===== config.mk =====
export PLATFORM = sky130hd
export DESIGN_NAME = abmsl_mix
export DESIGN_NICKNAME = d
export VERILOG_FILES = /design/src/rtl/core/abmsl_pkg.sv /design/src/rtl/core/abmsl_mix.sv
export SDC_FILE = /design/constraint.sdc
export NUM_CORES = 2
export LEC_CHECK = 0
export BUFFER_PORTS_ARGS = -buffer_cell sky130_fd_sc_hd__buf_4
export CAP_MARGIN = 20
export CORE_MARGIN = 5
export CORE_UTILIZATION = 65
export CTS_CLUSTER_SIZE = 25
export DETAILED_ROUTE_END_ITERATION = 7
export PLACE_DENSITY = 0.81
export SLEW_MARGIN = 20
export SYNTH_ARGS = -nofsm -noshare
export SYNTH_HDL_FRONTEND = slang
export SYNTH_SLANG_ARGS = --single-unit

===== constraint.sdc =====
create_clock -name clk -period 16.4 [get_ports clk]
set_clock_uncertainty 0.1 [all_clocks]
set_input_delay 1.64 -clock clk [delete_from_list [all_inputs] [get_ports clk]]
set_output_delay 1.64 -clock clk [all_outputs]
set_load 0.02 [all_outputs]

===== src/rtl/core/abmsl_pkg.sv =====
// Shared types, constants and the knee curve table for the audio bus mixer
// with soft limiter. Used by every module in rtl/core; depends on nothing.
package abmsl_pkg;

	// Bus and field widths.
	localparam int SAMPLE_W = 16;
	localparam int GAIN_W = 16;
	localparam int PEAK_W = 16;
	localparam int PREMIX_W = 17;
	localparam int COUNT_W = 32;
	localparam int FRAC_W = 15;
	localparam int PROD_W = 33;
	localparam int MIX_W = 34;
	localparam int MAG_W = 33;
	localparam int LIM_W = 30;
	localparam int EXC_W = 29;

	// Configuration port.
	localparam int ADDR_W = 4;
	localparam int DATA_W = 32;
	localparam int REG_IDX_W = 2;

	typedef enum logic [REG_IDX_W-1:0] {
		REG_MUTE = 2'd0,
		REG_TONE_GAIN = 2'd1,
		REG_DRIVE_GAIN = 2'd2
	} reg_idx_t;

	localparam logic [GAIN_W-1:0] TONE_GAIN_RST = 16'd24576;
	localparam logic [GAIN_W-1:0] DRIVE_GAIN_RST = 16'd13107;

	// Limiter constants, all in Q.15 units.
	localparam logic [LIM_W-1:0] FULL_Q15 = 30'd1073709056;
	localparam logic [LIM_W-1:0] KNEE_START = 30'd1020023603;
	localparam int KNEE_T_W = 26;
	localparam logic [KNEE_T_W-1:0] KNEE_WIDTH = 26'd53685453;
	localparam logic [EXC_W-1:0] KNEE_RANGE = 29'd429483624;
	localparam logic [MAG_W-1:0] KNEE_END = MAG_W'(KNEE_START) + MAG_W'(KNEE_RANGE);
	localparam logic [LIM_W-1:0] KNEE_TOP = KNEE_START + LIM_W'(KNEE_WIDTH);

	// Knee table geometry.
	localparam int KNEE_N = 256;
	localparam int KNEE_IDX_W = $clog2(KNEE_N);
	localparam int TAB_IDX_W = KNEE_IDX_W + 1;
	localparam int KNEE_D_W = 22;
	localparam int POS_W = EXC_W + KNEE_IDX_W;

	// Reciprocal for the table index: idx = floor(exc * N / RANGE).
	localparam int IDX_RECIP_W = 10;
	localparam logic [63:0] IDX_RECIP_X =
		(64'd1 << (KNEE_IDX_W + EXC_W)) / 64'(KNEE_RANGE);
	localparam logic [IDX_RECIP_W-1:0] IDX_RECIP = IDX_RECIP_W'(IDX_RECIP_X);
	localparam int IDX_PROD_W = EXC_W + IDX_RECIP_W;

	// Reciprocal for the interpolation quotient: floor(d * rem / RANGE).
	localparam int REM_LO_W = 16;
	localparam int REM_HI_W = EXC_W - REM_LO_W;
	localparam int PLO_W = KNEE_D_W + REM_LO_W;
	localparam int PHI_W = KNEE_D_W + REM_HI_W;
	localparam int PROD2_W = KNEE_D_W + EXC_W;
	localparam int FRAC_DROP = 20;
	localparam int QUO_SHIFT = 32;
	localparam int RECIP2_W = 24;
	localparam logic [63:0] RECIP2_X =
		(64'd1 << (FRAC_DROP + QUO_SHIFT)) / 64'(KNEE_RANGE);
	localparam logic [RECIP2_W-1:0] RECIP2 = RECIP2_W'(RECIP2_X);
	localparam int QM_W = (PROD2_W - FRAC_DROP) + RECIP2_W;

	// Pipeline depth: four stages in the mixer, eleven in the limiter.
	localparam int MIX_STAGES = 4;
	localparam int KNEE_STAGES = 11;
	localparam int PIPE_STAGES = MIX_STAGES + KNEE_STAGES;

	typedef logic [KNEE_T_W-1:0] knee_tab_t [KNEE_N+1];

	// Unsigned long division for the table build; it only runs at elaboration.
	function automatic logic [63:0] div_u64(logic [63:0] num, logic [63:0] den);
		logic [63:0] quo;
		logic [64:0] rem;
		quo = '0;
		rem = '0;
		for (int b = 63; b >= 0; b--) begin
			rem = {rem[63:0], num[b]};
			if (rem >= {1'b0, den}) begin
				rem = rem - {1'b0, den};
				quo[b] = 1'b1;
			end
		end
		return quo;
	endfunction

	// Builds knee*(1-exp(-x/knee)) at N+1 equally spaced points over eight
	// knee widths. The ratio between points comes from a Taylor series in Q60.
	function automatic knee_tab_t build_knee_table();
		knee_tab_t tab;
		logic [63:0] term;
		logic [63:0] sum;
		logic [63:0] r30;
		logic [63:0] p;
		logic [63:0] kp;
		term = 64'd1 << 60;
		sum = 64'd1 << 60;
		for (int k = 1; k <= 20; k++) begin
			term = div_u64(term * 64'd8, 64'(KNEE_N) * 64'(k));
			if (k[0]) begin
				sum = sum - term;
			end else begin
				sum = sum + term;
			end
		end
		r30 = (sum + (64'd1 << 29)) >> 30;
		p = 64'd1 << 30;
		for (int i = 0; i <= KNEE_N; i++) begin
			kp = (64'(KNEE_WIDTH) * p + (64'd1 << 29)) >> 30;
			tab[i] = KNEE_T_W'(64'(KNEE_WIDTH) - kp);
			p = (p * r30 + (64'd1 << 29)) >> 30;
		end
		return tab;
	endfunction

	localparam knee_tab_t KNEE_TABLE = build_knee_table();

	typedef struct packed {
		logic signed [SAMPLE_W-1:0] tone_sample;
		logic signed [SAMPLE_W-1:0] drive_sample;
		logic drive_present;
		logic signed [SAMPLE_W-1:0] cassette_sample;
		logic cassette_present;
		logic clear_meters;
	} sample_t;

	typedef struct packed {
		logic signed [SAMPLE_W-1:0] mixed_out;
		logic [PEAK_W-1:0] tone_peak;
		logic [PEAK_W-1:0] drive_peak;
		logic [PEAK_W-1:0] cassette_peak;
		logic [PREMIX_W-1:0] premix_peak;
		logic [PEAK_W-1:0] output_peak;
		logic [COUNT_W-1:0] limited_count;
	} result_t;

	// What the mixer hands to the limiter for one sample.
	typedef struct packed {
		logic [MAG_W-1:0] mag;
		logic neg;
		logic over;
		logic big;
		logic [EXC_W-1:0] exc;
		logic [PEAK_W-1:0] tone_pk;
		logic [PEAK_W-1:0] drive_pk;
		logic [PEAK_W-1:0] cas_pk;
		logic clr;
	} mix_t;

	typedef struct packed {
		mix_t mix;
		logic [LIM_W-1:0] lim;
	} knee_t;

	typedef struct packed {
		logic push;
		logic mute;
	} meter_ctl_t;

endpackage


===== src/rtl/core/abmsl_mix.sv =====
// Mixer front end: input register, gain multiplies, bus sum and magnitude.
// Depends on abmsl_pkg.
module abmsl_mix import abmsl_pkg::*; (
	input logic clk,
	input logic en,
	input sample_t sample,
	input logic [GAIN_W-1:0] tone_gain,
	input logic [GAIN_W-1:0] drive_gain,
	output mix_t mix
);

	sample_t in_s1;
	logic signed [PROD_W-1:0] tone_p_s2;
	logic signed [PROD_W-1:0] drive_p_s2;
	logic signed [PROD_W-1:0] cas_p_s2;
	logic clr_s2;
	logic signed [MIX_W-1:0] mix_s3;
	logic [PEAK_W-1:0] tone_pk_s3;
	logic [PEAK_W-1:0] drive_pk_s3;
	logic [PEAK_W-1:0] cas_pk_s3;
	logic clr_s3;
	mix_t mix_s4;

	logic signed [PROD_W-1:0] tone_p;
	logic signed [PROD_W-1:0] drive_p;
	logic signed [PROD_W-1:0] cas_p;
	logic [PROD_W-1:0] tone_abs;
	logic [PROD_W-1:0] drive_abs;
	logic [PROD_W-1:0] cas_abs;
	logic signed [MIX_W-1:0] mix_sum;
	logic [MIX_W-1:0] mix_abs;
	mix_t mix_nxt;

	// Products in Q.15; an absent source counts as zero.
	always_comb begin
		tone_p = $signed(in_s1.tone_sample) * $signed({1'b0, tone_gain});
		drive_p = '0;
		if (in_s1.drive_present) begin
			drive_p = $signed(in_s1.drive_sample) * $signed({1'b0, drive_gain});
		end
		cas_p = '0;
		if (in_s1.cassette_present) begin
			cas_p = PROD_W'($signed({in_s1.cassette_sample, 15'd0}));
		end
	end

	always_comb begin
		mix_sum = MIX_W'(tone_p_s2) + MIX_W'(drive_p_s2) + MIX_W'(cas_p_s2);
		tone_abs = tone_p_s2[PROD_W-1] ? PROD_W'(-tone_p_s2) : PROD_W'(tone_p_s2);
		drive_abs = drive_p_s2[PROD_W-1] ? PROD_W'(-drive_p_s2) : PROD_W'(drive_p_s2);
		cas_abs = cas_p_s2[PROD_W-1] ? PROD_W'(-cas_p_s2) : PROD_W'(cas_p_s2);
	end

	always_comb begin
		mix_abs = mix_s3[MIX_W-1] ? MIX_W'(-mix_s3) : MIX_W'(mix_s3);
		mix_nxt.mag = mix_abs[MAG_W-1:0];
		mix_nxt.neg = mix_s3[MIX_W-1];
		mix_nxt.over = mix_nxt.mag > MAG_W'(KNEE_START);
		mix_nxt.big = mix_nxt.mag >= KNEE_END;
		mix_nxt.exc = EXC_W'(mix_nxt.mag - MAG_W'(KNEE_START));
		mix_nxt.tone_pk = tone_pk_s3;
		mix_nxt.drive_pk = drive_pk_s3;
		mix_nxt.cas_pk = cas_pk_s3;
		mix_nxt.clr = clr_s3;
	end

	always_ff @(posedge clk) begin
		if (en) begin
			in_s1 <= sample;
			tone_p_s2 <= tone_p;
			drive_p_s2 <= drive_p;
			cas_p_s2 <= cas_p;
			clr_s2 <= in_s1.clear_meters;
			mix_s3 <= mix_sum;
			tone_pk_s3 <= tone_abs[FRAC_W +: PEAK_W];
			drive_pk_s3 <= drive_abs[FRAC_W +: PEAK_W];
			cas_pk_s3 <= cas_abs[FRAC_W +: PEAK_W];
			clr_s3 <= clr_s2;
			mix_s4 <= mix_nxt;
		end
	end

	assign mix = mix_s4;

endmodule


# After elaboration in Yosys (flattened, before gate mapping)
# Index checks and enable logic that the tools add are counted.
# W data, S select, Z words.
# totals
reg_bits	346
out_inout_bits	114
inputBits	85
elab_cells	40
# op_classes
magnitude_cmp	2
addsub	7
mux	4
mul	2
# ops
operator	n
$mux W31	3
$neg A31 Y31	3
$mul A16 B17 Y33	2
$add A33 B33 Y34	1
$add A34 B31 Y34	1
$ge A33 B31 Y1 const B	1
$gt A33 B30 Y1 const B	1
$mux W33	1
$neg A33 Y33	1
$sub A29 B29 Y29 const B	1

# Logic depth before layout (Yosys ltp)
# depth
ltp_word	3
mapped_depth	24
ltp_nobuf	23

# Least setup slack after synthesis
# Ideal clock, no wire load.
# synth_path
path_type	input port to flip-flop
startpoint	input port tone_gain[4]
endpoint	register tone_p_s2[31], data pin
required_ps	16038
path_buffers	1
arrival_time_ps	7747
stages	21
slack_ps	8291
path_cell_list	clkbuf_1 -> nand2_1 -> fa_1 -> inv_1 -> fa_1 -> fa_1 -> fa_1 -> fa_1 -> inv_1 -> fa_1 -> inv_1 -> ha_1 -> a21o_1 -> a21o_1 -> a21o_1 -> a31o_2 -> a221oi_1 -> nor4bb_1 -> a2111oi_0 -> a21oi_1 -> xor2_1
# synth_between
elab_chain_len	1
# synth_rtl
element	line_no	rtl
from (decl)	abmsl_mix.sv:7	input logic [GAIN_W-1:0] tone_gain,
$mul A16 B17 Y33	abmsl_mix.sv:36	tone_p = $signed(in_s1.tone_sample) * $signed({1'b0, tone_gain});
via tone_p[31]	abmsl_mix.sv:24	logic signed [PROD_W-1:0] tone_p;
to (signal assigned)	abmsl_mix.sv:70	tone_p_s2 <= tone_p;
to (decl)	abmsl_mix.sv:13	logic signed [PROD_W-1:0] tone_p_s2;
# The timed path passes the listed nets, and every way through them passes these cells.
# A chain may end at the register's enable or synchronous reset.

# Worst setup path in the final report
# layout_path
startpoint	input port tone_gain[10]
endpoint	register tone_p_s2[31], data pin
# The elaborated chain is that of the path after synthesis.

==> out/qor.yml <==
cts_root_buf: "clkbuf_16"
syn_area_um2: 32200
min_path_cells: 0
r2r_setup_slack_ns: 8.86
firstDrtPassIters: 6
min_period_ns: 7.96
max_freq_ghz: 0.126
wl_per_cell_um: 19.3
fin_ws_ns: 8.44
yosys.area.top_type_share_pct: 30.9
grt_setup_unrepaired: "false"
synth_edf_count: 331
synth_cells: 3018
worstSetupPathType: "in2reg"
cp.required_ns: 16.59
reg2reg_to: "tone_p_s2[31]"
critPathLaunchType: "input pin"
synth_fp_nets: 3804
row_count: 81
synth_seq_cells: 331
hold_violations: 0
yosysWarnings: 0
fin_nets: 3961
grt_pass1_wl_um: 122000
place_congestion: 0.948
regArea_um2: 9940
fp.dieH_um: 233
hold_buffers: 0
die_w_um: 233
die_area_um2: 54100
timing.rr.start: "in_s1[50]"
htreeDepth: 2
first_iter_violations: 1648
finish.utilization_pct: 72.2
worstPathArrival_ns: 8.15
groute.usage.overall_pct: 28.3
grt_max_degree: 124
holdPathEnd: "mix[3]"
antenna_left: 0
fillers: 3448
vias_per_cell: 5.73
antenna_cells: 0
cap_violations: 0
clk_latency_ns: 0.54
synth-main-ff-cell: "edfxtp_1"
slew_headroom_pct: 31.5
r2r_cells: 20
path_max_fanout: 16
vias: 22100
postSynthAreaPerCell_um2: 10.7
numCtsBuffers: 37
setup.worst_path.end_class: "flip-flop"
clk_transition_reported_paths_ns: 0.07
yosys.area.top_type: "edfxtp_1"
yosys-top-cells-area: "edfxtp_1 31%, fa_1 25%, ha_1 11%"
hp-start: "cas_pk_s3[2]"
port_buffers: 198
wl_um: 74800
area_growth_syn_to_layout_pct: 9.78
cts_tree: "built"
postCtsSetupRepairBufs: 0
dp.final_hpwl_um: 58400
status: "finished, final reports clean"
cts_sinks: 331
core-area_um2: 49000
hp-class: "reg2reg"
tns_ns: 0
globalRoute.totalOverflow: 0
clk_path_buf_depth: 3
finalSetupViolCount: 0
slew_violations: 0
start_util_pct: 65.8
period_share_pct: 48.5
antenna_found_initial: 0
ys_types: 77
post-place-ws_ns: 7.89
grt_pass1_vias: 23600
multi_input_area_um2: 20000
drc: 0
drive_above_1_share_pct: 9.21
ios: 199
tightest_slew_ns: 1.03
ctsResizeCount: 0
synth_seq_area_share_pct: 30.9
async_flop_share_pct: 0
cells in the mapped netlist, types with 4 or more instances:
cell type and count:
o41ai_1 13, fa_1 407, a21boi_0 7, nand3_1 21
nor2b_1 5, o21bai_1 9, a2111oi_0 5, or3_4 4
nor2_1 112, nor4_1 15, nor3b_1 5, a211oi_1 18
a41oi_1 4, nand4_1 9, edfxtp_1 331, a31oi_1 10
a21oi_1 78, o211ai_1 6, or3_1 14, inv_1 512
or4_1 9, a21o_1 37, o21a_1 18, nand2b_1 29
clkbuf_1 77, and2_1 251, nor3_1 28, o31ai_1 20
or2_2 13, and3_1 10, o21ai_0 80, ha_1 294
nand2_1 332, xor2_1 38, xnor2_1 132
routing by layer:
layer | global-route usage, % | routed length (µm) | part of all wire (%)
met4 | 7.90 | 2100 | 2.8
met1 | 38.1 | 30100 | 40
met3 | 6.47 | 6610 | 8.8
met2 | 47.0 | 35900 | 48
met5 | 0 | 0 | 0
cells by family after synthesis:
family	count (synthesis)	synth area share, %
AOI/OAI and AO/OA	344	7.11
xor gates and xnor gates	170	4.62
adders and majority gates	701	36.7
buffers and inverters	598	7.12
DFF	331	30.9
muxes	1	0.0350
and+or+nand+nor	873	13.6
cell type report:
| cell class | instances | share of cell area (%) |
|---|---|---|
| repair buffers | 202 | 4.31 |
| clock buffers | 45 | 2.70 |
| well taps | 664 | 2.35 |
| inverters | 514 | 5.46 |
| clock inverters | 22 | 0.573 |
| multi-input cells | 2089 | 56.5 |
| flip-flops and latches | 331 | 28.1 |
flip-flops by register name (all words and copies together), names as in the netlist, 33 cells and up:
signal and count:
tone_p_s2 33, mix_s3 34, drive_p_s2 33, mix 114
in_s1 51
worst max path at each step:
stage                       start             to  slack, ns  cells past startpoint
detailed placement  tone_gain[10]  tone_p_s2[31]       7.89                     22
finish              tone_gain[10]  tone_p_s2[31]       8.44                     22
CTS                 tone_gain[10]  tone_p_s2[31]       8.45                     22
global placement    tone_gain[10]  tone_p_s2[31]       7.91                     22
global route        tone_gain[10]  tone_p_s2[31]       8.09                     22
floorplan            tone_gain[4]  tone_p_s2[31]       8.29                     21
worst max-delay path: stages:
cell and delay [ns]:
buf_4 0.17, and2_1 0.19, fa_1 0.53, inv_1 0.05, fa_1 0.54, inv_1 0.07
fa_1 0.52, fa_1 0.45, fa_1 0.55, inv_1 0.06, fa_1 0.52, inv_1 0.04
ha_1 0.38, a21o_1 0.20, a21o_1 0.17, a21o_1 0.19, a31o_2 0.25, a221oi_1 0.55
nor4bb_1 0.12, a2111oi_0 0.61, a21oi_1 0.16, xor2_1 0.17
placed cells by master (no fill, tap or decap), types with 13 or more instances in the layout:
| cell | n |
|---|---|
| ha_1 | 294 |
| or2_2 | 13 |
| o21ai_0 | 80 |
| nor2_1 | 112 |
| nor3_1 | 28 |
| o41ai_1 | 13 |
| nand2b_1 | 29 |
| o21a_1 | 18 |
| a211oi_1 | 18 |
| o31ai_1 | 20 |
| xnor2_1 | 132 |
| and2_1 | 251 |
| a21o_1 | 37 |
| nor4_1 | 15 |
| buf_4 | 201 |
| edfxtp_1 | 331 |
| inv_1 | 512 |
| fa_1 | 407 |
| or3_1 | 14 |
| a21oi_1 | 78 |
| nand3_1 | 21 |
| clkbuf_16 | 37 |
| xor2_1 | 38 |
| nand2_1 | 332 |
metrics by stage:
stage               instance area [µm²]  hold slack, ns  cells
detailed placement                34200           0.305   3800
CTS                               35400           0.317   3867
finish                            35400           0.316   3867
floorplan                         32200           0.300   3018
global route                      35400           0.323   3867
global placement                  34200           0.301   3800
Power is not shown: default switching activity piles up to over one toggle a cycle in this logic, so the estimate is an artifact.
