### src/rtl/core/abmsl_pkg.sv
// Shared types, constants and the knee curve table for the audio bus mixer
// with soft limiter. Used by every module in rtl/core; depends on nothing.
package abmsl_pkg;

	// Bus and field widths.
	localparam int SAMPLE_W = 16;
	localparam int GAIN_W = 16;
	localparam int PEAK_W = 16;
	localparam int PREMIX_W = 17;
	localparam int COUNT_W = 32;
	localparam int FRAC_W = 15;
	localparam int PROD_W = 33;
	localparam int MIX_W = 34;
	localparam int MAG_W = 33;
	localparam int LIM_W = 30;
	localparam int EXC_W = 29;

	// Configuration port.
	localparam int ADDR_W = 4;
	localparam int DATA_W = 32;
	localparam int REG_IDX_W = 2;

	typedef enum logic [REG_IDX_W-1:0] {
		REG_MUTE = 2'd0,
		REG_TONE_GAIN = 2'd1,
		REG_DRIVE_GAIN = 2'd2
	} reg_idx_t;

	localparam logic [GAIN_W-1:0] TONE_GAIN_RST = 16'd24576;
	localparam logic [GAIN_W-1:0] DRIVE_GAIN_RST = 16'd13107;

	// Limiter constants, all in Q.15 units.
	localparam logic [LIM_W-1:0] FULL_Q15 = 30'd1073709056;
	localparam logic [LIM_W-1:0] KNEE_START = 30'd1020023603;
	localparam int KNEE_T_W = 26;
	localparam logic [KNEE_T_W-1:0] KNEE_WIDTH = 26'd53685453;
	localparam logic [EXC_W-1:0] KNEE_RANGE = 29'd429483624;
	localparam logic [MAG_W-1:0] KNEE_END = MAG_W'(KNEE_START) + MAG_W'(KNEE_RANGE);
	localparam logic [LIM_W-1:0] KNEE_TOP = KNEE_START + LIM_W'(KNEE_WIDTH);

	// Knee table geometry.
	localparam int KNEE_N = 256;
	localparam int KNEE_IDX_W = $clog2(KNEE_N);
	localparam int TAB_IDX_W = KNEE_IDX_W + 1;
	localparam int KNEE_D_W = 22;
	localparam int POS_W = EXC_W + KNEE_IDX_W;

	// Reciprocal for the table index: idx = floor(exc * N / RANGE).
	localparam int IDX_RECIP_W = 10;
	localparam logic [63:0] IDX_RECIP_X =
		(64'd1 << (KNEE_IDX_W + EXC_W)) / 64'(KNEE_RANGE);
	localparam logic [IDX_RECIP_W-1:0] IDX_RECIP = IDX_RECIP_W'(IDX_RECIP_X);
	localparam int IDX_PROD_W = EXC_W + IDX_RECIP_W;

	// Reciprocal for the interpolation quotient: floor(d * rem / RANGE).
	localparam int REM_LO_W = 16;
	localparam int REM_HI_W = EXC_W - REM_LO_W;
	localparam int PLO_W = KNEE_D_W + REM_LO_W;
	localparam int PHI_W = KNEE_D_W + REM_HI_W;
	localparam int PROD2_W = KNEE_D_W + EXC_W;
	localparam int FRAC_DROP = 20;
	localparam int QUO_SHIFT = 32;
	localparam int RECIP2_W = 24;
	localparam logic [63:0] RECIP2_X =
		(64'd1 << (FRAC_DROP + QUO_SHIFT)) / 64'(KNEE_RANGE);
	localparam logic [RECIP2_W-1:0] RECIP2 = RECIP2_W'(RECIP2_X);
	localparam int QM_W = (PROD2_W - FRAC_DROP) + RECIP2_W;

	// Pipeline depth: four stages in the mixer, eleven in the limiter.
	localparam int MIX_STAGES = 4;
	localparam int KNEE_STAGES = 11;
	localparam int PIPE_STAGES = MIX_STAGES + KNEE_STAGES;

	typedef logic [KNEE_T_W-1:0] knee_tab_t [KNEE_N+1];

	// Unsigned long division for the table build; it only runs at elaboration.
	function automatic logic [63:0] div_u64(logic [63:0] num, logic [63:0] den);
		logic [63:0] quo;
		logic [64:0] rem;
		quo = '0;
		rem = '0;
		for (int b = 63; b >= 0; b--) begin
			rem = {rem[63:0], num[b]};
			if (rem >= {1'b0, den}) begin
				rem = rem - {1'b0, den};
				quo[b] = 1'b1;
			end
		end
		return quo;
	endfunction

	// Builds knee*(1-exp(-x/knee)) at N+1 equally spaced points over eight
	// knee widths. The ratio between points comes from a Taylor series in Q60.
	function automatic knee_tab_t build_knee_table();
		knee_tab_t tab;
		logic [63:0] term;
		logic [63:0] sum;
		logic [63:0] r30;
		logic [63:0] p;
		logic [63:0] kp;
		term = 64'd1 << 60;
		sum = 64'd1 << 60;
		for (int k = 1; k <= 20; k++) begin
			term = div_u64(term * 64'd8, 64'(KNEE_N) * 64'(k));
			if (k[0]) begin
				sum = sum - term;
			end else begin
				sum = sum + term;
			end
		end
		r30 = (sum + (64'd1 << 29)) >> 30;
		p = 64'd1 << 30;
		for (int i = 0; i <= KNEE_N; i++) begin
			kp = (64'(KNEE_WIDTH) * p + (64'd1 << 29)) >> 30;
			tab[i] = KNEE_T_W'(64'(KNEE_WIDTH) - kp);
			p = (p * r30 + (64'd1 << 29)) >> 30;
		end
		return tab;
	endfunction

	localparam knee_tab_t KNEE_TABLE = build_knee_table();

	typedef struct packed {
		logic signed [SAMPLE_W-1:0] tone_sample;
		logic signed [SAMPLE_W-1:0] drive_sample;
		logic drive_present;
		logic signed [SAMPLE_W-1:0] cassette_sample;
		logic cassette_present;
		logic clear_meters;
	} sample_t;

	typedef struct packed {
		logic signed [SAMPLE_W-1:0] mixed_out;
		logic [PEAK_W-1:0] tone_peak;
		logic [PEAK_W-1:0] drive_peak;
		logic [PEAK_W-1:0] cassette_peak;
		logic [PREMIX_W-1:0] premix_peak;
		logic [PEAK_W-1:0] output_peak;
		logic [COUNT_W-1:0] limited_count;
	} result_t;

	// What the mixer hands to the limiter for one sample.
	typedef struct packed {
		logic [MAG_W-1:0] mag;
		logic neg;
		logic over;
		logic big;
		logic [EXC_W-1:0] exc;
		logic [PEAK_W-1:0] tone_pk;
		logic [PEAK_W-1:0] drive_pk;
		logic [PEAK_W-1:0] cas_pk;
		logic clr;
	} mix_t;

	typedef struct packed {
		mix_t mix;
		logic [LIM_W-1:0] lim;
	} knee_t;

	typedef struct packed {
		logic push;
		logic mute;
	} meter_ctl_t;

endpackage

### src/rtl/core/abmsl_meter.sv
// Output sign and rounding, peak meters and the limited-sample counter.
// Depends on abmsl_pkg.
module abmsl_meter import abmsl_pkg::*; (
	input logic clk,
	input logic arst_n,
	input meter_ctl_t ctl,
	input knee_t knee,
	output result_t result
);

	logic [PEAK_W-1:0] tone_pk_q;
	logic [PEAK_W-1:0] drive_pk_q;
	logic [PEAK_W-1:0] cas_pk_q;
	logic [PREMIX_W-1:0] pre_pk_q;
	logic [PEAK_W-1:0] out_pk_q;
	logic [COUNT_W-1:0] count_q;

	logic [PEAK_W-1:0] base_tone;
	logic [PEAK_W-1:0] base_drive;
	logic [PEAK_W-1:0] base_cas;
	logic [PREMIX_W-1:0] base_pre;
	logic [PEAK_W-1:0] base_out;
	logic [COUNT_W-1:0] base_count;
	logic [MAG_W-FRAC_W-1:0] pre_raw;
	logic [PREMIX_W-1:0] pre_sat;
	logic [PEAK_W-1:0] out_mag;

	always_comb begin
		base_tone = knee.mix.clr ? '0 : tone_pk_q;
		base_drive = knee.mix.clr ? '0 : drive_pk_q;
		base_cas = knee.mix.clr ? '0 : cas_pk_q;
		base_pre = knee.mix.clr ? '0 : pre_pk_q;
		base_out = knee.mix.clr ? '0 : out_pk_q;
		base_count = knee.mix.clr ? '0 : count_q;

		pre_raw = knee.mix.mag[MAG_W-1:FRAC_W];
		pre_sat = pre_raw[MAG_W-FRAC_W-1] ? '1 : pre_raw[PREMIX_W-1:0];
		out_mag = PEAK_W'(knee.lim[LIM_W-1:FRAC_W]);

		result.mixed_out = '0;
		result.tone_peak = base_tone;
		result.drive_peak = base_drive;
		result.cassette_peak = base_cas;
		result.premix_peak = base_pre;
		result.output_peak = base_out;
		result.limited_count = base_count;

		// While muted the meters hold and only a clear reaches them.
		if (!ctl.mute) begin
			result.mixed_out = $signed(knee.mix.neg ? PEAK_W'(0) - out_mag : out_mag);
			result.tone_peak = (knee.mix.tone_pk > base_tone) ? knee.mix.tone_pk : base_tone;
			result.drive_peak = (knee.mix.drive_pk > base_drive) ?
				knee.mix.drive_pk : base_drive;
			result.cassette_peak = (knee.mix.cas_pk > base_cas) ? knee.mix.cas_pk : base_cas;
			result.premix_peak = (pre_sat > base_pre) ? pre_sat : base_pre;
			result.output_peak = (out_mag > base_out) ? out_mag : base_out;
			if (knee.mix.over && (base_count != '1)) begin
				result.limited_count = base_count + COUNT_W'(1);
			end
		end
	end

	always_ff @(posedge clk or negedge arst_n) begin
		if (!arst_n) begin
			tone_pk_q <= '0;
			drive_pk_q <= '0;
			cas_pk_q <= '0;
			pre_pk_q <= '0;
			out_pk_q <= '0;
			count_q <= '0;
		end else if (ctl.push) begin
			tone_pk_q <= result.tone_peak;
			drive_pk_q <= result.drive_peak;
			cas_pk_q <= result.cassette_peak;
			pre_pk_q <= result.premix_peak;
			out_pk_q <= result.output_peak;
			count_q <= result.limited_count;
		end
	end

endmodule

### config.mk
export PLATFORM = sky130hd
export DESIGN_NAME = abmsl_meter
export DESIGN_NICKNAME = d
export VERILOG_FILES = /design/src/rtl/core/abmsl_pkg.sv /design/src/rtl/core/abmsl_meter.sv
export SDC_FILE = /design/constraint.sdc
export NUM_CORES = 1
export LEC_CHECK = 0
export BUFFER_PORTS_ARGS = -buffer_cell sky130_fd_sc_hd__buf_2
export CORE_UTILIZATION = 49
export DETAILED_ROUTE_END_ITERATION = 16
export GPL_TIMING_DRIVEN = 0
export MAX_ROUTING_LAYER = met4
export PLACE_DENSITY = 0.79
export SLEW_MARGIN = 20
export SYNTH_ARGS = -nofsm -noshare
export SYNTH_HDL_FRONTEND = slang
export SYNTH_SLANG_ARGS = --single-unit
### constraint.sdc
create_clock -name clk -period 4.1 [get_ports clk]
set_clock_uncertainty 0.15 [all_clocks]
set_input_delay 0.615 -clock clk [delete_from_list [all_inputs] [get_ports clk]]
set_output_delay 0.615 -clock clk [all_outputs]
set_load 0.1 [all_outputs]
## Word-level counts from Yosys, hierarchy flattened

Cells that the tools add are included.

- Output and inout port bits: 129
- Flip-flop bits (word level): 113

- $lt $le $gt $ge: 5
- Multiplexer cells: 15
- Add/subtract/negate cells: 2
- Reductions and logical operators: 1
- Equality and inequality tests: 1

Operator list:

| cell | count |
|---|---|
| two-way mux 16 bit | 9 |
| two-way mux 129 bit | 1 |
| two-way mux 32 bit | 2 |
| two-way mux 17 bit | 3 |
| > comparator 16 bit | 3 |
| adder 32 x 1 -> 32 bit (second input constant) | 1 |
| != test 32 bit (second input constant) | 1 |
| > comparator 17 bit | 1 |
| > comparator 15 x 16 -> 1 bit | 1 |
| subtractor 1 x 15 -> 16 bit (first input constant) | 1 |
| logical AND 1 bit | 1 |

## Depth between registers and ports, before layout

Gate-level depths: netlist of the first run.

- Depth after elaboration: 5
- Mapped depth: 15
- Gate-level depth less buffers: 9

## Least setup slack after synthesis of the first run

No wires, ideal clock.

- Path kind: input port to output port
- Start point: in knee[30] in the netlist's numbering
- End point: out result[55] in the netlist's numbering
- Cell stages on the path: 14
- Required time: 3335 ps
- Data arrival time: 4786 ps
- Setup slack: -1451 ps
- Cells stage by stage: buf_2 -> clkbuf_1 -> clkbuf_8 -> clkbuf_1 -> nand2b_1 -> ha_1 -> nor2b_1 -> o21a_1 -> o31a_1 -> a2111o_1 -> and3b_1 -> buf_2 -> buf_2 -> mux2i_1

RTL lines:

| element | RTL line | text |
|---|---|---|
| start, declared | abmsl_meter.sv:7 | `input knee_t knee,` |
| end, declared | abmsl_meter.sv:8 | `output result_t result` |

==> flow_metrics.tcl, run 1 <==
set metrics [dict create \
    status "finished, violations left" \
    violations "negative hold slack, negative setup slack" \
    cellLeakagePower_uw 0.00782 \
    synth_top_family_by_area "simple AND/OR/NAND/NOR gates" \
    vias 11200 \
    post_dp_cell_area_um2 12800 \
    fin_setup_tns_ps -27830 \
    synth_xor_area_share_pct 3.60 \
    yosysTopAreaCellShare_pct 29.1 \
    initial_utilization_pct 49.9 \
    slew_violations 0 \
    cts_buffer_depth 2 \
    setup_violations 81 \
    portBuffers 215 \
    cpPeakStageDelay_ps 340 \
    synth_fa_ha_area_share_pct 10.6 \
    vdd_drop_max_uv 359 \
    die_area_um2 20400 \
    antenna_found_initial 4 \
    crit_type "in -> out" \
    relSlewSlack_pct 42.8 \
    ys_seq_area_share_pct 29.1 \
    avgSynthCellArea_um2 8.70 \
    worstPathArrival_ps 3950 \
    hold_viol 3 \
    coreArea_um2 19500 \
    synth_async_sr_flop_share_pct 100 \
    startpoint_type "input port" \
    hpwl_mm 21.4 \
    track_usage_pct 37.2 \
    grt_pass1_wl_mm 56.4 \
    worstPathMaxFanout 5 \
    cts-htree-levels 4 \
    fin_ws_ps -615 \
    drive_above_1_share_pct 44.9 \
    clock_sinks 113 \
    postRouteWirelength_mm 45.5 \
    max_freq_ghz 0.212 \
    numCtsBuffers 17 \
    dieHeight_um 143 \
    cap_violations 0 \
    grt_pass1_vias 10600 \
    cpMostUsedCell "clkbuf_16" \
    cts.clk_slew.worst_paths_ps 60 \
    fin_crit_sh_pct 115 \
    io_pins 277 \
    gp_congestion 0.893 \
    hold_class "in -> async" \
    synth_area_um2 9720 \
    synth_ff_type "dfrtp_1" \
    fin_crit_ps 4720 \
    yosys-top-cells-area "dfrtp_1 (29%), mux2i_1 (16%), ha_1 (11%)" \
    design_area_um2 16900 \
    syn_to_final_growth_pct 74.2 \
    slowest_stage "mux2i_4" \
    gr-total-overflow 0 \
    grt_max_degree 63 \
    synthCells 1117 \
    total_power_uw 6100 \
    powerDensity_nw_per_um2 360 \
    synth_cell_types 74 \
    rows 51 \
    synth_most_common_cell "mux2i_1" \
    vias_per_cell 6.47 \
    synth_compound_area_share_pct 10.3 \
    synth-simple-area-share_pct 23.5 \
    post_drt_wl_per_cell_um 26.2 \
    cts_tree "done" \
    final_nets 1685 \
    dr.pass1.iters 7 \
    synth_top_cells_by_count "mux2i_1 (151), nand2_1 (118), dfrtp_1 (113)" \
    ant_nets 0 \
    root_buffer "clkbuf_16" \
    timing.hold.ws_ps -21.4 \
    drc_errors 0 \
    tightest_slew_ps 859 \
    die_x_um 143 \
    synth_nets 1347 \
    synth_mux_area_share_pct 16.1 \
    crit_chain "buf_8 > buf_8 > clkbuf_16 > clkbuf_16 > clkbuf_16 > buf_6 > nand2b_4 > ha_4 > nand4_1 > buf_4 > nor2_1 > a22oi_1 > nor4bb_4 > nor3b_2 > buf_6 > buf_12 > mux2i_4 > buf_12" \
    yosysTopAreaCell "dfrtp_1" \
    cp_data_required_time_ps 3340 \
    ys_ff_latch 113 \
    fin_util_pct 87.0 \
    drt-initial-drc-count 990 \
    endpoint_kind "output pin" \
    yosys_warnings 0 \
    synth_enable_flop_cells 0 \
    clk_latency_ps 430 \
    rsz0062_at_grt "yes" \
]
-- power by group --
| part | switching [uW] | internal, uW | leakage (uW) |
|---|---|---|---|
| sequential | 164 | 1250 | 0.00149 |
| combinational | 1990 | 1290 | 0.00608 |
| clock | 593 | 812 | 0.000257 |
-- cell usage in the layout (no fill, tap or decap), types with 28 or more instances in the layout --
cell and count:
ha_1 43, nand2b_1 35, nand4_1 28, buf_4 78, buf_12 102, nor2_1 58
mux2i_1 75, ha_4 39, a21oi_1 30, nand2b_4 55, nand2_1 116, clkbuf_1 28
mux2i_4 76, buf_2 114, inv_1 101, dfrtp_1 113
-- layer usage --
metal / wire [um] / track usage [%] / share of wire [%] / vias up
met2: 21200 / 60.6 / 47 / 871
met1: 16100 / 43.7 / 35 / 5404
met4: 3760 / 19.8 / 8.3 / 0
li1: - / - / - / 4610
met3: 4440 / 7.01 / 9.8 / 356
met5: 0 / - / 0 / -
-- critical path: cells and delay by family --
family / cells / cell delay, ps
compound gates: 1 / 130
fa+ha+maj: 1 / 280
buf+inv: 10 / 1580
mux: 1 / 340
simple gates: 5 / 970
-- sequential cells by signal, summed over array words and instances, names as in the netlist --
register,count
count_q,32
pre_pk_q,17
cas_pk_q,16
drive_pk_q,16
out_pk_q,16
tone_pk_q,16
-- per-stage QoR --
stage | instances | worst slack [ps]
2_1_floorplan | 1117 | -289
3_3_place_gp | 1597 | -984
3_5_place_dp | 1598 | -961
4_1_cts | 1697 | -328
5_1_grt | 1736 | -644
6_report | 1737 | -615
-- layout make-up --
class	count	area [um2]
Clock inverter	6	32.5
Clock buffer	25	485
Sequential cell	113	2830
Multi-Input combinational cell	844	8680
Inverter	101	379
Timing Repair Buffer	321	3590
Buffer	57	597
Fill cell	819	2530
Antenna cell	5	12.5
Tap cell	265	332
-- repair_timing --
| item | CTS | global route |
|---|---|---|
| cloned | 11 | 0 |
| buffers inserted | 58 | 42 |
| hold buffers | 0 | 0 |
| gates resized for setup | 456 | 145 |
| setup endpoints to repair | 112 | 105 |
| pin swaps | 31 | 47 |
-- logic make-up (layout without fill, tap and decap cells) --
group           after synthesis  count (layout)
other cells                   0               5
buf+inv                     160             510
fa+ha+maj                    82              82
compound gates              138             138
mux                         156             156
simple gates                428             428
xor+xnor                     40              40
flops                       113             113
-- final timing paths --
kind	from	to	slack, ps	depth (start not counted)
setup / recovery	knee[30]	result[111]	-620	18
hold / removal	arst_n	pre_pk_q[10]$_DFFE_PN0P_	-20	1
setup reg to reg	tone_pk_q[14]$_DFFE_PN0P_	tone_pk_q[10]$_DFFE_PN0P_	220	11
hold reg to reg	out_pk_q[15]$_DFFE_PN0P_	out_pk_q[15]$_DFFE_PN0P_	340	1
max in group asynchronous	arst_n	drive_pk_q[15]$_DFFE_PN0P_	3060	2
min in group clk	out_pk_q[15]$_DFFE_PN0P_	out_pk_q[15]$_DFFE_PN0P_	340	1
No activity file was read; power rests on OpenSTA's default activity.
==> inputs of run 2 (changes only) <==
--- a/config.mk
+++ b/config.mk
@@ -9,8 +9,8 @@
 export CORE_UTILIZATION = 49
 export DETAILED_ROUTE_END_ITERATION = 16
 export GPL_TIMING_DRIVEN = 0
-export MAX_ROUTING_LAYER = met4
 export PLACE_DENSITY = 0.79
+export REMOVE_ABC_BUFFERS = 1
 export SLEW_MARGIN = 20
 export SYNTH_ARGS = -nofsm -noshare
 export SYNTH_HDL_FRONTEND = slang
==> flow_metrics.tcl, run 2 (synthesis gave the netlist of run 1 again) <==
set metrics [dict create \
    crit_start "knee[30]" \
    vias 9289 \
    gp_congestion 0.875 \
    post_drt_wl_per_cell_um 18.1 \
    rsz0062_at_grt "yes" \
    worstPathArrival_ps 3320 \
    coreArea_um2 19500 \
    tightest_slew_ps 1140 \
    root_buffer "clkbuf_16" \
    numCtsBuffers 17 \
    portBuffers 216 \
    powerDensity_nw_per_um2 393 \
    ant_nets 0 \
    dp.cells 1548 \
    vdd_drop_max_uv 274 \
    cts.clk_slew.worst_paths_ps 50 \
    cts_tree "done" \
    cts_buffer_depth 2 \
    postRouteWirelength_mm 29.1 \
    setup_violations 0 \
    grt_pass1_vias 8708 \
    rows 51 \
    initial_utilization_pct 49.9 \
    track_usage_pct 26.2 \
    endpoint_kind "output pin" \
    hpwl_mm 18.2 \
    cp_data_required_time_ps 3340 \
    regArea_um2 2830 \
    hold_class "in -> async" \
    drive_above_1_share_pct 27.8 \
    reg2reg_from "tone_pk_q[15]$_DFFE_PN0P_" \
    slew_violations 0 \
    cap_violations 0 \
    clk_latency_ps 420 \
    multi_input_comb_area_um2 6720 \
    cellLeakagePower_uw 0.00644 \
    hold_viol 0 \
    final_common_cell "buf_2" \
    antenna_cells 0 \
    top_register "count_q" \
    grt_pass1_wl_mm 42.3 \
    max_freq_ghz 0.245 \
    reg2reg_slack_ps 760 \
    endpoint "result[107]" \
    total_power_uw 5070 \
    antenna_found_initial 0 \
    syn_to_final_growth_pct 32.8 \
    drt-initial-drc-count 517 \
    crit_type "in -> out" \
    die_area_um2 20400 \
    post_dp_cell_area_um2 11000 \
    relSlewSlack_pct 23.9 \
    design_area_um2 12900 \
    dr.pass1.iters 5 \
    r2r-end "tone_pk_q[15]$_DFFE_PN0P_" \
    cts-htree-levels 4 \
    stdcell_count 1608 \
    final_nets 1562 \
    final_cell_mix "buf_2 (131), mux2i_1 (128), nand2_1 (116)" \
    clock_sinks 113 \
    grt_max_degree 62 \
    reg2regPathDepth 8 \
    worstPathMaxFanout 16 \
    fill_cells 1485 \
    reg_top3 "count_q x32, pre_pk_q x17" \
    status "completed" \
    fin_crit_ps 4090 \
    dieHeight_um 143 \
    fin_setup_tns_ps 0 \
    largest_reg_flops 32 \
    io_pins 277 \
    die_x_um 143 \
    gr-total-overflow 0 \
    fin_crit_sh_pct 99.7 \
    vias_per_cell 5.78 \
    drc_errors 0 \
    startpoint_type "input port" \
]
[run 2: report_power, final]
part / internal, uW / switching (uW)
Clock: 889 / 531
Combinational: 696 / 1600
Sequential: 1250 / 98.2
Total: 2830 / 2230
[run 2: worst max-delay path: stages]
cell and delay (ps):
buf_16 150, buf_16 160, nand2b_4 160, ha_4 280
nand4_1 200, nor4_2 370, o21ai_1 140, nor4bb_4 190
nor3b_2 190, buf_4 180, buf_12 150, mux2i_4 240
buf_6 250
[run 2: through the flow]
| step | hold WS, ps | util [%] | setup slack [ps] |
|---|---|---|---|
| floorplan | 169 | - | -1870 |
| finish | 32.6 | 66.3 | 12.2 |
| global route | 59.3 | 66.3 | -85.4 |
| global placement | 319 | 55.7 | -3450 |
| CTS | 58.9 | 62.3 | -19.5 |
| detailed placement | 324 | 56.6 | -986 |
[run 2: worst min path at each step]
| stage | endpoint | cells after the start |
|---|---|---|
| 2_1_floorplan | cas_pk_q[0]$_DFFE_PN0P_ | 0 |
| 6_report | drive_pk_q[6]$_DFFE_PN0P_ | 1 |
| 5_1_grt | drive_pk_q[6]$_DFFE_PN0P_ | 1 |
| 4_1_cts | drive_pk_q[6]$_DFFE_PN0P_ | 1 |
| 3_5_place_dp | out_pk_q[15]$_DFFE_PN0P_ | 1 |
| 3_3_place_gp | out_pk_q[15]$_DFFE_PN0P_ | 1 |
[run 2: repair_timing]
action                                 CTS  global route
setup buffers                           12             9
cloned                                   2             6
endpoints found under the hold margin    0             0
hold buffers                             0             0
setup endpoints to repair               97            85
pin swaps                                6            12
resized for setup                      124           117
[run 2: per-layer routing]
layer  vias up  wire (um)  GRT usage [%]
li1       4351          -              -
met1      4506      12300           32.4
met2       357      14400           45.0
met3        75       1380           3.96
met4         0       1090           12.1
met5         -          0              0
[run 2: area by class of cell]
class / instances / area share [%]
Inverter: 101 / 2.94
Clock inverter: 5 / 0.417
Sequential cell: 113 / 21.9
Clock buffer: 25 / 3.84
Multi-Input combinational cell: 844 / 52.0
Tap cell: 265 / 2.57
Timing Repair Buffer: 255 / 16.3
==> inputs of run 3 (changes only) <==
--- a/config.mk
+++ b/config.mk
@@ -8,7 +8,6 @@
 export BUFFER_PORTS_ARGS = -buffer_cell sky130_fd_sc_hd__buf_2
 export CORE_UTILIZATION = 49
 export DETAILED_ROUTE_END_ITERATION = 16
-export GPL_TIMING_DRIVEN = 0
 export PLACE_DENSITY = 0.79
 export REMOVE_ABC_BUFFERS = 1
 export SLEW_MARGIN = 20
==> constraint.sdc (replaced) <==
create_clock -name clk -period 4.1 [get_ports clk]
set_clock_uncertainty 0.15 [all_clocks]
set_input_delay 0.615 -clock clk [delete_from_list [all_inputs] [get_ports clk]]
set_output_delay 0.615 -clock clk [all_outputs]
set_load 0.005 [all_outputs]
==> flow_metrics.tcl, run 3 (synthesis gave the netlist of run 1 again) <==
set metrics [dict create \
    top_layer_used "met4" \
    crit_type "in -> out" \
    final_nets 1564 \
    numCtsBuffers 17 \
    post_cts_buffers 0 \
    wl_met3_mm 1.32 \
    cts_buffer_depth 2 \
    clock_sinks 113 \
    gp_congestion 0.908 \
    track_usage_pct 26.2 \
    cts.clk_slew.worst_paths_ps 60 \
    routed-wl-met2_mm 12.5 \
    antenna_found_initial 1 \
    final_cell_mix "buf_2 (214), mux2i_1 (151), nand2_1 (117)" \
    slew_violations 0 \
    grt_max_degree 59 \
    final_common_cell "buf_2" \
    fin_crit_ps 3990 \
    coreArea_um2 19500 \
    status "completed" \
    cts-htree-levels 4 \
    drc_errors 0 \
    drt-initial-drc-count 434 \
    root_buffer "clkbuf_16" \
    ant_nets 0 \
    grt_pass1_wl_mm 42.2 \
    hold_viol 0 \
    endpoint_kind "output pin" \
    postRouteWirelength_mm 26.0 \
    timing.hold.ws_ps 89.4 \
    powerDensity_nw_per_um2 326 \
    initial_utilization_pct 49.9 \
    clk_latency_ps 420 \
    tightest_slew_ps 950 \
    cellLeakagePower_uw 0.00618 \
    post_drt_wl_per_cell_um 16.1 \
    vias_per_cell 5.60 \
    worstPathArrival_ps 3230 \
    relSlewSlack_pct 36.2 \
    syn_to_final_growth_pct 22.0 \
    fill_cells 1640 \
    fin_ws_ps 108 \
    grt_pass1_vias 8720 \
    reg_top3 "count_q x32, pre_pk_q x17" \
    io_pins 277 \
    dieHeight_um 143 \
    rows 51 \
    largest_reg_flops 32 \
    worstPathMaxFanout 17 \
    hpwl_mm 18.9 \
    max_freq_ghz 0.251 \
    top_register "count_q" \
    hold_class "in -> async" \
    rsz0062_at_grt "no" \
    gr-total-overflow 0 \
    drive_above_1_share_pct 23.9 \
    vdd_drop_max_uv 276 \
    setup_violations 0 \
    total_power_uw 3870 \
    dp_slack_ps -0.363 \
    vias 9024 \
    cp_data_required_time_ps 3340 \
    cts_tree "done" \
    fin_setup_tns_ps 0 \
    fin_crit_sh_pct 97.4 \
    fin_util_pct 60.9 \
    portBuffers 216 \
    cap_violations 0 \
    die_x_um 143 \
    holdBufCountCts 0 \
    m1WireLength_mm 11.3 \
    startpoint_type "input port" \
    die_area_um2 20400 \
    dr.pass1.iters 5 \
]
run 3: metrics by stage:
stage          instances  area [um2]
5_1_grt             1612       11900
3_5_place_dp        1580       11200
4_1_cts             1611       11800
2_1_floorplan       1058        9430
3_3_place_gp        1580       11200
6_report            1612       11900
run 3: final timing paths:
kind / startpoint / end / slack (ps) / cells past startpoint
worst max-delay path: knee[143] / result[52] / 110 / 12
worst min-delay path: arst_n / drive_pk_q[6]$_DFFE_PN0P_ / 90 / 1
worst max register to register: count_q[28]$_DFFE_PN0P_ / count_q[12]$_DFFE_PN0P_ / 1350 / 6
worst min register to register: out_pk_q[15]$_DFFE_PN0P_ / out_pk_q[15]$_DFFE_PN0P_ / 340 / 1
max in group asynchronous: arst_n / count_q[7]$_DFFE_PN0P_ / 2860 / 2
min in group clk: knee[43] / cas_pk_q[12]$_DFFE_PN0P_ / 310 / 3
run 3: layout make-up:
cell class	instances	area, um2	area share [%]
diodes	1	2.50	0.0211
clock buffers	21	460	3.88
clock inverters	10	111	0.939
inverters	101	379	3.20
multi-input cells	844	6270	52.9
flip-flops and latches	113	2830	23.8
well taps	265	332	2.80
repair buffers	257	1480	12.4
run 3: critical path, stage by stage:
cell,delay [ps]
buf_2,210
nor2_1,250
inv_1,70
ha_1,300
and3_1,200
o21a_1,100
o31a_1,240
a2111o_1,430
and3b_1,240
buf_4,190
mux2i_1,210
buf_2,150
run 3: timing repair:
action | 4_1_cts | 5_1_grt
gates resized for setup | 1 | 7
pin swaps | 0 | 1
endpoints found under the setup margin | 6 | 42
run 3: routing by layer:
metal | vias to the layer above | GRT usage [%]
li1 | 4353 | -
met1 | 4300 | 32.7
met2 | 314 | 43.9
met3 | 57 | 4.29
met4 | 0 | 12.9
met5 | - | 0
run 3: where the power goes:
group	switching, uW	total (uW)	internal (uW)
Combinational	575	1070	498
Sequential	89.0	1340	1250
Clock	543	1460	918
